File: config.mk
export PLATFORM = sky130hd
export DESIGN_NAME = shared_exclusive_lock_queue_unit
export DESIGN_NICKNAME = d
export VERILOG_FILES = /design/src/sv/selq_pkg.sv /design/src/sv/selq_owner_cell.sv /design/src/sv/shared_exclusive_lock_queue_unit.sv
export SDC_FILE = /design/constraint.sdc
export NUM_CORES = 1
export LEC_CHECK = 0
export ABC_AREA = 1
export BUFFER_PORTS_ARGS = -buffer_cell sky130_fd_sc_hd__buf_2
export CAP_MARGIN = 20
export CORE_MARGIN = 2
export CORE_UTILIZATION = 55
export CTS_CLUSTER_DIAMETER = 40
export DETAILED_ROUTE_END_ITERATION = 10
export PLACE_DENSITY_LB_ADDON = 0.12
export SLEW_MARGIN = 15
export SYNTH_ARGS = -nofsm -noshare
export SYNTH_HDL_FRONTEND = slang
export SYNTH_SLANG_ARGS = --single-unit
File: constraint.sdc
create_clock -name clock -period 12.5 [get_ports clock]
set_input_delay 0.625 -clock clock [delete_from_list [all_inputs] [get_ports clock]]
set_output_delay 0.625 -clock clock [all_outputs]
set_load 0.005 [all_outputs]
File: src/sv/selq_pkg.sv
// Types and codes for the shared/exclusive lock queue unit.
// No dependencies.
`default_nettype none
package selq_pkg;

   localparam int KEY_W = 32;

   localparam logic [1:0] ACT_ACQ_SH = 2'd0;
   localparam logic [1:0] ACT_ACQ_EX = 2'd1;
   localparam logic [1:0] ACT_REL_SH = 2'd2;
   localparam logic [1:0] ACT_REL_EX = 2'd3;

   localparam logic [1:0] MODE_NONE = 2'd0;
   localparam logic [1:0] MODE_SH   = 2'd1;
   localparam logic [1:0] MODE_EX   = 2'd2;

   localparam logic [2:0] OUT_GRANTED   = 3'd0;
   localparam logic [2:0] OUT_REFUSED   = 3'd1;
   localparam logic [2:0] OUT_QUEUED    = 3'd2;
   localparam logic [2:0] OUT_RELEASED  = 3'd3;
   localparam logic [2:0] OUT_HANDED    = 3'd4;
   localparam logic [2:0] OUT_NOT_OWNER = 3'd5;
   localparam logic [2:0] OUT_FULL      = 3'd6;

   typedef struct packed {
      logic [1:0]  action;
      logic        wait_mode;
      logic [15:0] txn_id;
      logic [15:0] item_tag;
   } req_type;

   typedef struct packed {
      logic [2:0]  outcome;
      logic [15:0] out_txn_id;
      logic [15:0] out_item_tag;
      logic [1:0]  granted_type;
      logic [1:0]  lock_state;
      logic [4:0]  holder_count;
      logic        last;
   } rsp_type;

   typedef struct packed {
      logic             add_en;
      logic             rel_en;
      logic [KEY_W-1:0] key;
   } cell_ctl_type;

endpackage
`default_nettype wire

File: src/sv/selq_owner_cell.sv
// One owner slot of the lock; slots form a priority chain for free and match search.
// Depends on selq_pkg.
`default_nettype none
module selq_owner_cell (
   input  wire                        clock,
   input  wire                        reset,
   input  selq_pkg::cell_ctl_type     ctl,
   input  wire                        free_in,
   input  wire                        hit_in,
   output logic                       free_out,
   output logic                       hit_out
);
   import selq_pkg::*;

   logic             valid_ff, valid_in;
   logic [KEY_W-1:0] entry_ff, entry_in;
   logic             is_free, is_hit, take, drop;

   always_comb begin
      is_free  = ~valid_ff;
      is_hit   = valid_ff & (entry_ff == ctl.key);
      take     = ctl.add_en & ~free_in & is_free;
      drop     = ctl.rel_en & ~hit_in & is_hit;
      free_out = free_in | is_free;
      hit_out  = hit_in | is_hit;
      valid_in = take ? 1'b1 : (drop ? 1'b0 : valid_ff);
      entry_in = take ? ctl.key : entry_ff;
   end

   always_ff @(posedge clock) begin
      if (reset) begin
         valid_ff <= 1'b0;
      end else begin
         valid_ff <= valid_in;
      end
   end

   always_ff @(posedge clock) begin
      entry_ff <= entry_in;
   end

endmodule
`default_nettype wire

File: src/sv/shared_exclusive_lock_queue_unit.sv
// Shared/exclusive record lock with a FIFO wait queue: owner cell chain and control.
// Depends on selq_pkg and selq_owner_cell.
//
// Usage:
//  - Requests: drive req_payload and raise start; the request transfers on a
//    clock edge with start high and busy low.
//  - Results: each result shows on rsp_payload for one cycle with rsp_valid
//    high; rsp_payload.last marks the final result of a request. The
//    receiver cannot stall.
//  - csr_write_en/csr_write_data write fair_queue; write only while idle.
//  - Sequence: a request is executed in ST_EXEC and its response is then
//    registered onto rsp_payload. The first handover grant passes ST_HWAIT,
//    ST_HGRANT, ST_HWAIT2 and ST_HDEC before it is registered out; each
//    further one repeats ST_HWAIT2 and ST_HDEC, set by the registered read
//    of the wait queue memory. A new request is taken only back in ST_IDLE;
//    one request at a time.
//  - Owner search and insert use the ripple chain across the owner cells.
//  - Synchronous reset frees the lock, empties the queue and clears
//    fair_queue; no clearing pass is needed.
`default_nettype none
module shared_exclusive_lock_queue_unit #(
   parameter int MAX_OWNERS = 16,
   parameter int WAIT_DEPTH = 16,
   parameter int TXN_BITS   = 16
) (
   input  wire                 clock,
   input  wire                 reset,
   input  wire                 start,
   output logic                busy,
   input  selq_pkg::req_type   req_payload,
   output logic                rsp_valid,
   output selq_pkg::rsp_type   rsp_payload,
   input  wire                 csr_write_en,
   input  wire                 csr_write_data
);
   import selq_pkg::*;

   localparam int OCW  = $clog2(MAX_OWNERS + 1);
   localparam int WCW  = $clog2(WAIT_DEPTH + 1);
   localparam int QW   = (WAIT_DEPTH > 1) ? $clog2(WAIT_DEPTH) : 1;
   localparam int KEEP = (TXN_BITS < 16) ? TXN_BITS : 16;
   localparam logic [15:0] TXN_MASK = 16'((32'd1 << KEEP) - 32'd1);

   localparam logic [2:0] ST_IDLE   = 3'd0;
   localparam logic [2:0] ST_EXEC   = 3'd1;
   localparam logic [2:0] ST_HWAIT  = 3'd2;
   localparam logic [2:0] ST_HGRANT = 3'd3;
   localparam logic [2:0] ST_HWAIT2 = 3'd4;
   localparam logic [2:0] ST_HDEC   = 3'd5;

   logic [2:0]     state_ff, state_in;
   logic           fair_ff;
   req_type        req_ff;
   logic [1:0]     held_ff, held_in;
   logic [OCW-1:0] total_ff, total_in;
   logic [QW-1:0]  head_ff, head_in, tail_ff, tail_in;
   logic [WCW-1:0] wtotal_ff, wtotal_in;
   logic           rsp_valid_ff, rsp_valid_in;
   rsp_type        rsp_ff, rsp_in, pend_ff, pend_in;

   logic [KEY_W:0] wq_mem [WAIT_DEPTH];
   logic [KEY_W:0] wq_rd_ff;
   logic           wq_we;

   cell_ctl_type        ctl;
   logic [MAX_OWNERS:0] free_chain, hit_chain;

   logic [15:0]      req_txn;
   logic [KEY_W-1:0] req_key;
   logic [1:0]       req_kind, w_kind;
   logic             is_acq, conflict, found, more, next_ok, do_hand;
   logic [2:0]       outcome;

   assign free_chain[0] = 1'b0;
   assign hit_chain[0]  = 1'b0;

   for (genvar i = 0; i < MAX_OWNERS; i++) begin : g_cell
      selq_owner_cell u_cell (
         .clock    (clock),
         .reset    (reset),
         .ctl      (ctl),
         .free_in  (free_chain[i]),
         .hit_in   (hit_chain[i]),
         .free_out (free_chain[i+1]),
         .hit_out  (hit_chain[i+1])
      );
   end

   function automatic logic [QW-1:0] ptr_next(input logic [QW-1:0] p);
      return (p == QW'(WAIT_DEPTH - 1)) ? '0 : QW'(p + 1'b1);
   endfunction

   always_comb begin
      req_txn  = req_ff.txn_id & TXN_MASK;
      req_key  = {req_txn, req_ff.item_tag};
      req_kind = (req_ff.action == ACT_ACQ_EX || req_ff.action == ACT_REL_EX)
                 ? MODE_EX : MODE_SH;
      is_acq   = (req_ff.action == ACT_ACQ_SH || req_ff.action == ACT_ACQ_EX);
      w_kind   = wq_rd_ff[KEY_W] ? MODE_EX : MODE_SH;

      state_in     = state_ff;
      held_in      = held_ff;
      total_in     = total_ff;
      head_in      = head_ff;
      tail_in      = tail_ff;
      wtotal_in    = wtotal_ff;
      rsp_valid_in = 1'b0;
      rsp_in       = rsp_ff;
      pend_in      = pend_ff;
      wq_we        = 1'b0;
      ctl.add_en   = 1'b0;
      ctl.rel_en   = 1'b0;
      ctl.key      = (state_ff == ST_EXEC) ? req_key : wq_rd_ff[KEY_W-1:0];
      conflict     = 1'b0;
      found        = 1'b0;
      more         = 1'b0;
      next_ok      = 1'b0;
      do_hand      = 1'b0;
      outcome      = OUT_NOT_OWNER;

      unique case (state_ff)
         ST_IDLE: begin
            if (start) state_in = ST_EXEC;
         end
         ST_EXEC: begin
            if (is_acq) begin
               conflict = (req_kind == MODE_SH) ? (held_ff == MODE_EX)
                                                : (held_ff != MODE_NONE);
               if (req_ff.wait_mode && fair_ff && wtotal_ff != '0) conflict = 1'b1;
               if (!conflict) begin
                  if (free_chain[MAX_OWNERS]) begin
                     ctl.add_en = 1'b1;
                     held_in    = req_kind;
                     total_in   = OCW'(total_ff + 1'b1);
                     outcome    = OUT_GRANTED;
                  end else begin
                     outcome = OUT_FULL;
                  end
               end else if (!req_ff.wait_mode) begin
                  outcome = OUT_REFUSED;
               end else if (wtotal_ff >= WCW'(WAIT_DEPTH)) begin
                  outcome = OUT_FULL;
               end else begin
                  wq_we     = 1'b1;
                  tail_in   = ptr_next(tail_ff);
                  wtotal_in = WCW'(wtotal_ff + 1'b1);
                  outcome   = OUT_QUEUED;
               end
            end else begin
               found = hit_chain[MAX_OWNERS] && (held_ff == req_kind);
               if (found) begin
                  ctl.rel_en = 1'b1;
                  total_in   = OCW'(total_ff - 1'b1);
                  if (total_in == '0) held_in = MODE_NONE;
                  outcome = OUT_RELEASED;
                  more    = (total_in == '0) && (wtotal_ff != '0);
               end
            end
            rsp_valid_in = 1'b1;
            rsp_in = '{outcome, req_txn, req_ff.item_tag, req_kind, held_in,
                       5'(total_in), !more};
            state_in = more ? ST_HWAIT : ST_IDLE;
         end
         ST_HWAIT: begin
            state_in = ST_HGRANT;
         end
         ST_HGRANT: begin
            do_hand  = 1'b1;
            state_in = ST_HWAIT2;
         end
         ST_HWAIT2: begin
            state_in = ST_HDEC;
         end
         ST_HDEC: begin
            next_ok = (wtotal_ff != '0) && (pend_ff.granted_type == MODE_SH) &&
                      (w_kind == MODE_SH) && free_chain[MAX_OWNERS];
            rsp_valid_in = 1'b1;
            rsp_in       = pend_ff;
            rsp_in.last  = !next_ok;
            do_hand      = next_ok;
            state_in     = next_ok ? ST_HWAIT2 : ST_IDLE;
         end
         default: begin
            state_in = ST_IDLE;
         end
      endcase

      if (do_hand) begin
         ctl.add_en = 1'b1;
         held_in    = w_kind;
         total_in   = OCW'(total_ff + 1'b1);
         head_in    = ptr_next(head_ff);
         wtotal_in  = WCW'(wtotal_ff - 1'b1);
         pend_in = '{OUT_HANDED, wq_rd_ff[KEY_W-1:16], wq_rd_ff[15:0], w_kind,
                     w_kind, 5'(total_in), 1'b0};
      end
   end

   always_ff @(posedge clock) begin
      if (reset) begin
         state_ff     <= ST_IDLE;
         fair_ff      <= 1'b0;
         held_ff      <= MODE_NONE;
         total_ff     <= '0;
         head_ff      <= '0;
         tail_ff      <= '0;
         wtotal_ff    <= '0;
         rsp_valid_ff <= 1'b0;
      end else begin
         state_ff     <= state_in;
         held_ff      <= held_in;
         total_ff     <= total_in;
         head_ff      <= head_in;
         tail_ff      <= tail_in;
         wtotal_ff    <= wtotal_in;
         rsp_valid_ff <= rsp_valid_in;
         if (csr_write_en) fair_ff <= csr_write_data;
      end
   end

   always_ff @(posedge clock) begin
      if (state_ff == ST_IDLE && start) req_ff <= req_payload;
      rsp_ff  <= rsp_in;
      pend_ff <= pend_in;
   end

   always_ff @(posedge clock) begin
      if (wq_we) wq_mem[tail_ff] <= {(req_kind == MODE_EX), req_key};
      wq_rd_ff <= wq_mem[head_ff];
   end

   assign busy        = (state_ff != ST_IDLE);
   assign rsp_valid   = rsp_valid_ff;
   assign rsp_payload = rsp_ff;

endmodule
`default_nettype wire

==> flow_summary_export.csv <==
group,metric,value,unit
clocking,root_buffer,"clkbuf_16",
clocking,cts_resized,0,
synthesis,ys.flop_type,"edfxtp_1",
critical_path,critPathLaunchType,"register",
synthesis,synthDistinctLibCells,59,
critical_path,cp_slowest_stage_delay,0.46,ns
drt,vias,40170,
floorplan,ios,87,
power_and_ir_drop,internal-power,7.463,mW
power_and_ir_drop,clock_power_share,47.3,%
power_and_ir_drop,vdd_drop_max,0.0001462,V
finish,design_area,62300,um2
clocking,post-cts-setup-buffer-count,0,
critical_path,critical_path.max_fanout,27,
synthesis,netlist_area,54550,um2
power_and_ir_drop,pwr-share-comb,5.8,%
synthesis,async_reset_ff_share,0,%
timing,hold_ws,0.03581,ns
critical_path,required,13.01,ns
floorplan,die-height,318.9,um
placement,place_congestion,0.9704,
drt,drtPass1Iterations,6,
clocking,cts.path.max_buffers,3,
power_and_ir_drop,p_leak,22.79,nW
timing,finalSetupTns,0,ns
critical_path,arrival,6.12,ns
finish,final_cell_mix,"edfxtp_1 (1159), nand2_1 (931), nor2_1 (557)",
synthesis,synth_nets,4994,
floorplan,dieArea,101700,um2
timing,relSlewSlack,27.99,%
critical_path,endpoint_kind,"register",
critical_path,path_class,"register to register",
drt,vias_per_cell,6.144,
grt,grt_pass1_wl,257800,um
grt,grt_max_degree,103,
finish,nFillCells,7803,
timing,period_minus_slack,5.607,ns
placement,io_buffers,86,
clocking,cts.sinks,1233,
synthesis,synth-edff-count,1159,
timing,drv_slew,0,
timing,hold_viol_final,0,
clocking,clkTransAtPathRegs,0.05,ns
power_and_ir_drop,powerDensity,157.2,nW/um2
floorplan,initial_core_util,55.43,%
clocking,clock_latency,0.77,ns
power_and_ir_drop,swShare,23.79,%
grt,gr-usage-all-layers,34.99,%
synthesis,synth_area_per_cell,11.04,um2
grt,antenna_found_initial,8,
placement,dpl_cell_area,56800,um2
drt,ant_nets,0,
status,status,"finished, final reports clean",
timing,finalSetupViolCount,0,
clocking,cts_tree,"built",
power_and_ir_drop,p_seq_share,46.9,%
job,drv_cap,0,
finish,nNetsFinal,5167,
floorplan,core,98420,um2
grt,gr-total-overflow,0,
drt,post_drt_wl_per_cell,27.39,um
hold_path,hold_class,"primary input to register",
finish,area_delta_synth_final,14.20,%
timing,fmax,178.4,MHz
finish,drive_above_1_share,12.61,%
timing,period_share,44.85,%
timing,finClkSkew,0.02697,ns
synthesis,synth_seq_area_share,66.51,%
critical_path,cp_slowest_cell,"buf_4",
floorplan,row_count,115,
synthesis,yosysWarnings,0,
drt,drc,0,
synthesis,synth_seq_cells,1233,
finish,final_common_cell,"edfxtp_1",
drt,routed_wl,179100,um
grt,grt_pass1_vias,37800,
drt,drt_iter0_markers,5659,
clocking,cts_buffers,162,
floorplan,chipWidth,318.9,um
timing,tightest_slew,1.078,ns
synthesis,synthCells,4942,
clocking,cts.htree.levels,4,
placement,dp_hpwl,107100,um
timing,rsz0062_at_grt,"false",
power_and_ir_drop,switchingPower,2.330,mW
[power groups by stage]
| stage | Sequential, mW | Combinational (mW) | Clock, mW |
|---|---|---|---|
| after floorplan | 4.67 | 0.294 | 0 |
| after global placement | 4.68 | 0.551 | 0 |
| after detailed placement | 4.68 | 0.551 | 0 |
| after CTS | 4.60 | 0.554 | 4.66 |
| after global routing | 4.60 | 0.597 | 4.83 |
| final | 4.60 | 0.568 | 4.63 |
[layer usage]
metal	routed length, um	global-route usage [%]	up-vias	share of wire, %
met3	18610	6.135	351	10
met1	75180	51.14	19720	42
li1	-	-	17840	-
met4	6232	12.44	0	3.5
met5	0	0	-	0
met2	79050	53.04	2262	44
[critical path: cells and delay by family, from the launching register on]
family / cells / cell delay (ns)
AOI/OAI and AO/OA: 1 / 0.10
buffers and inverters: 5 / 1.36
DFF: 1 / 0.30
and+or+nand+nor: 22 / 3.59
[stage by stage]
stage	std cells	utilization, %	total power [mW]	worst slack [ns]
global placement	6231	57.71	5.233	7.184
detailed placement	6232	57.71	5.232	7.062
global route	6536	63.30	10.02	6.569
floorplan	4942	-	4.962	6.181
finish	6538	63.30	9.793	6.893
CTS	6535	63.27	9.812	7.072
[cell families (layout without fill, tap and decap cells)]
group,after synthesis,after routing,share of synthesized area (%)
AOI/OAI and AO/OA,663,663,7.119
xor gates and xnor gates,215,215,3.452
adders and majority gates,12,12,0.2890
buffers and inverters,593,900,4.413
DFF,1233,1233,66.51
other,0,2,0
and+or+nand+nor,2226,2226,18.22
[sequential cells by signal, summed over array words and instances, names as in the netlist]
| name | cells |
|---|---|
| total_ff | 5 |
| fair_ff | 1 |
| req_ff | 19 |
| rsp_payload | 45 |
| held_ff | 2 |
| pend_ff | 39 |
| wtotal_ff | 5 |
| wq_mem | 528 |
| wq_rd_ff | 33 |
| rsp_valid | 1 |
| g_cell.u_cell.valid_ff | 16 |
| g_cell.u_cell.entry_ff | 512 |
| head_ff | 4 |
| state_ff | 3 |
| tail_ff | 4 |
| req_txn | 16 |
[cell usage after synthesis (46+ instances only)]
cell type     n  area share (%)
nand4_1     151             1.7
nor3_1       75            0.69
xnor2_1      67             1.1
nor4_1       85            0.97
clkbuf_1    116            0.80
xor2_1      148             2.4
o22ai_1      97             1.1
nor2_1      578             4.0
o21ai_0     371             3.4
a21oi_1      46            0.42
nand3_1     202             1.9
o221ai_1     53            0.85
edfxtp_1   1159              64
or2_2        78            0.89
inv_1       380             2.6
dfxtp_1      74             2.7
nand2_1     932             6.4
[worst paths after layout]
check | start | endpoint | slack (ns) | depth (start not counted)
max | state_ff[2]$_SDFFE_PP0P_ | rsp_payload[5]$_DFFE_PP_ | 6.89 | 28
min | req_payload[0] | req_ff[0]$_DFFE_PP_ | 0.04 | 1
max reg2reg | state_ff[2]$_SDFFE_PP0P_ | rsp_payload[5]$_DFFE_PP_ | 6.89 | 28
min reg2reg | wq_rd_ff[32]$_DFF_P_ | pend_ff[6]$_DFFE_PP_ | 0.50 | 1
[what timing repair did]
item | CTS | global route
endpoints found under the hold margin | 5 | 0
endpoints found under the setup margin | 0 | 0
hold buffers | 5 | 0
[area by class of cell]
type | count | area [um2] | area share, %
sequential | 1233 | 36290 | 58.25
multi-input combinational | 3116 | 16120 | 25.88
clock buffer | 197 | 4360 | 6.999
tap | 1287 | 1610 | 2.585
inverter | 397 | 1498 | 2.404
timing repair buffer | 205 | 1356 | 2.177
clock inverter | 101 | 1057 | 1.697
antenna | 2 | 5.005 | 0.008033
Power figures use the tool's default switching activity.
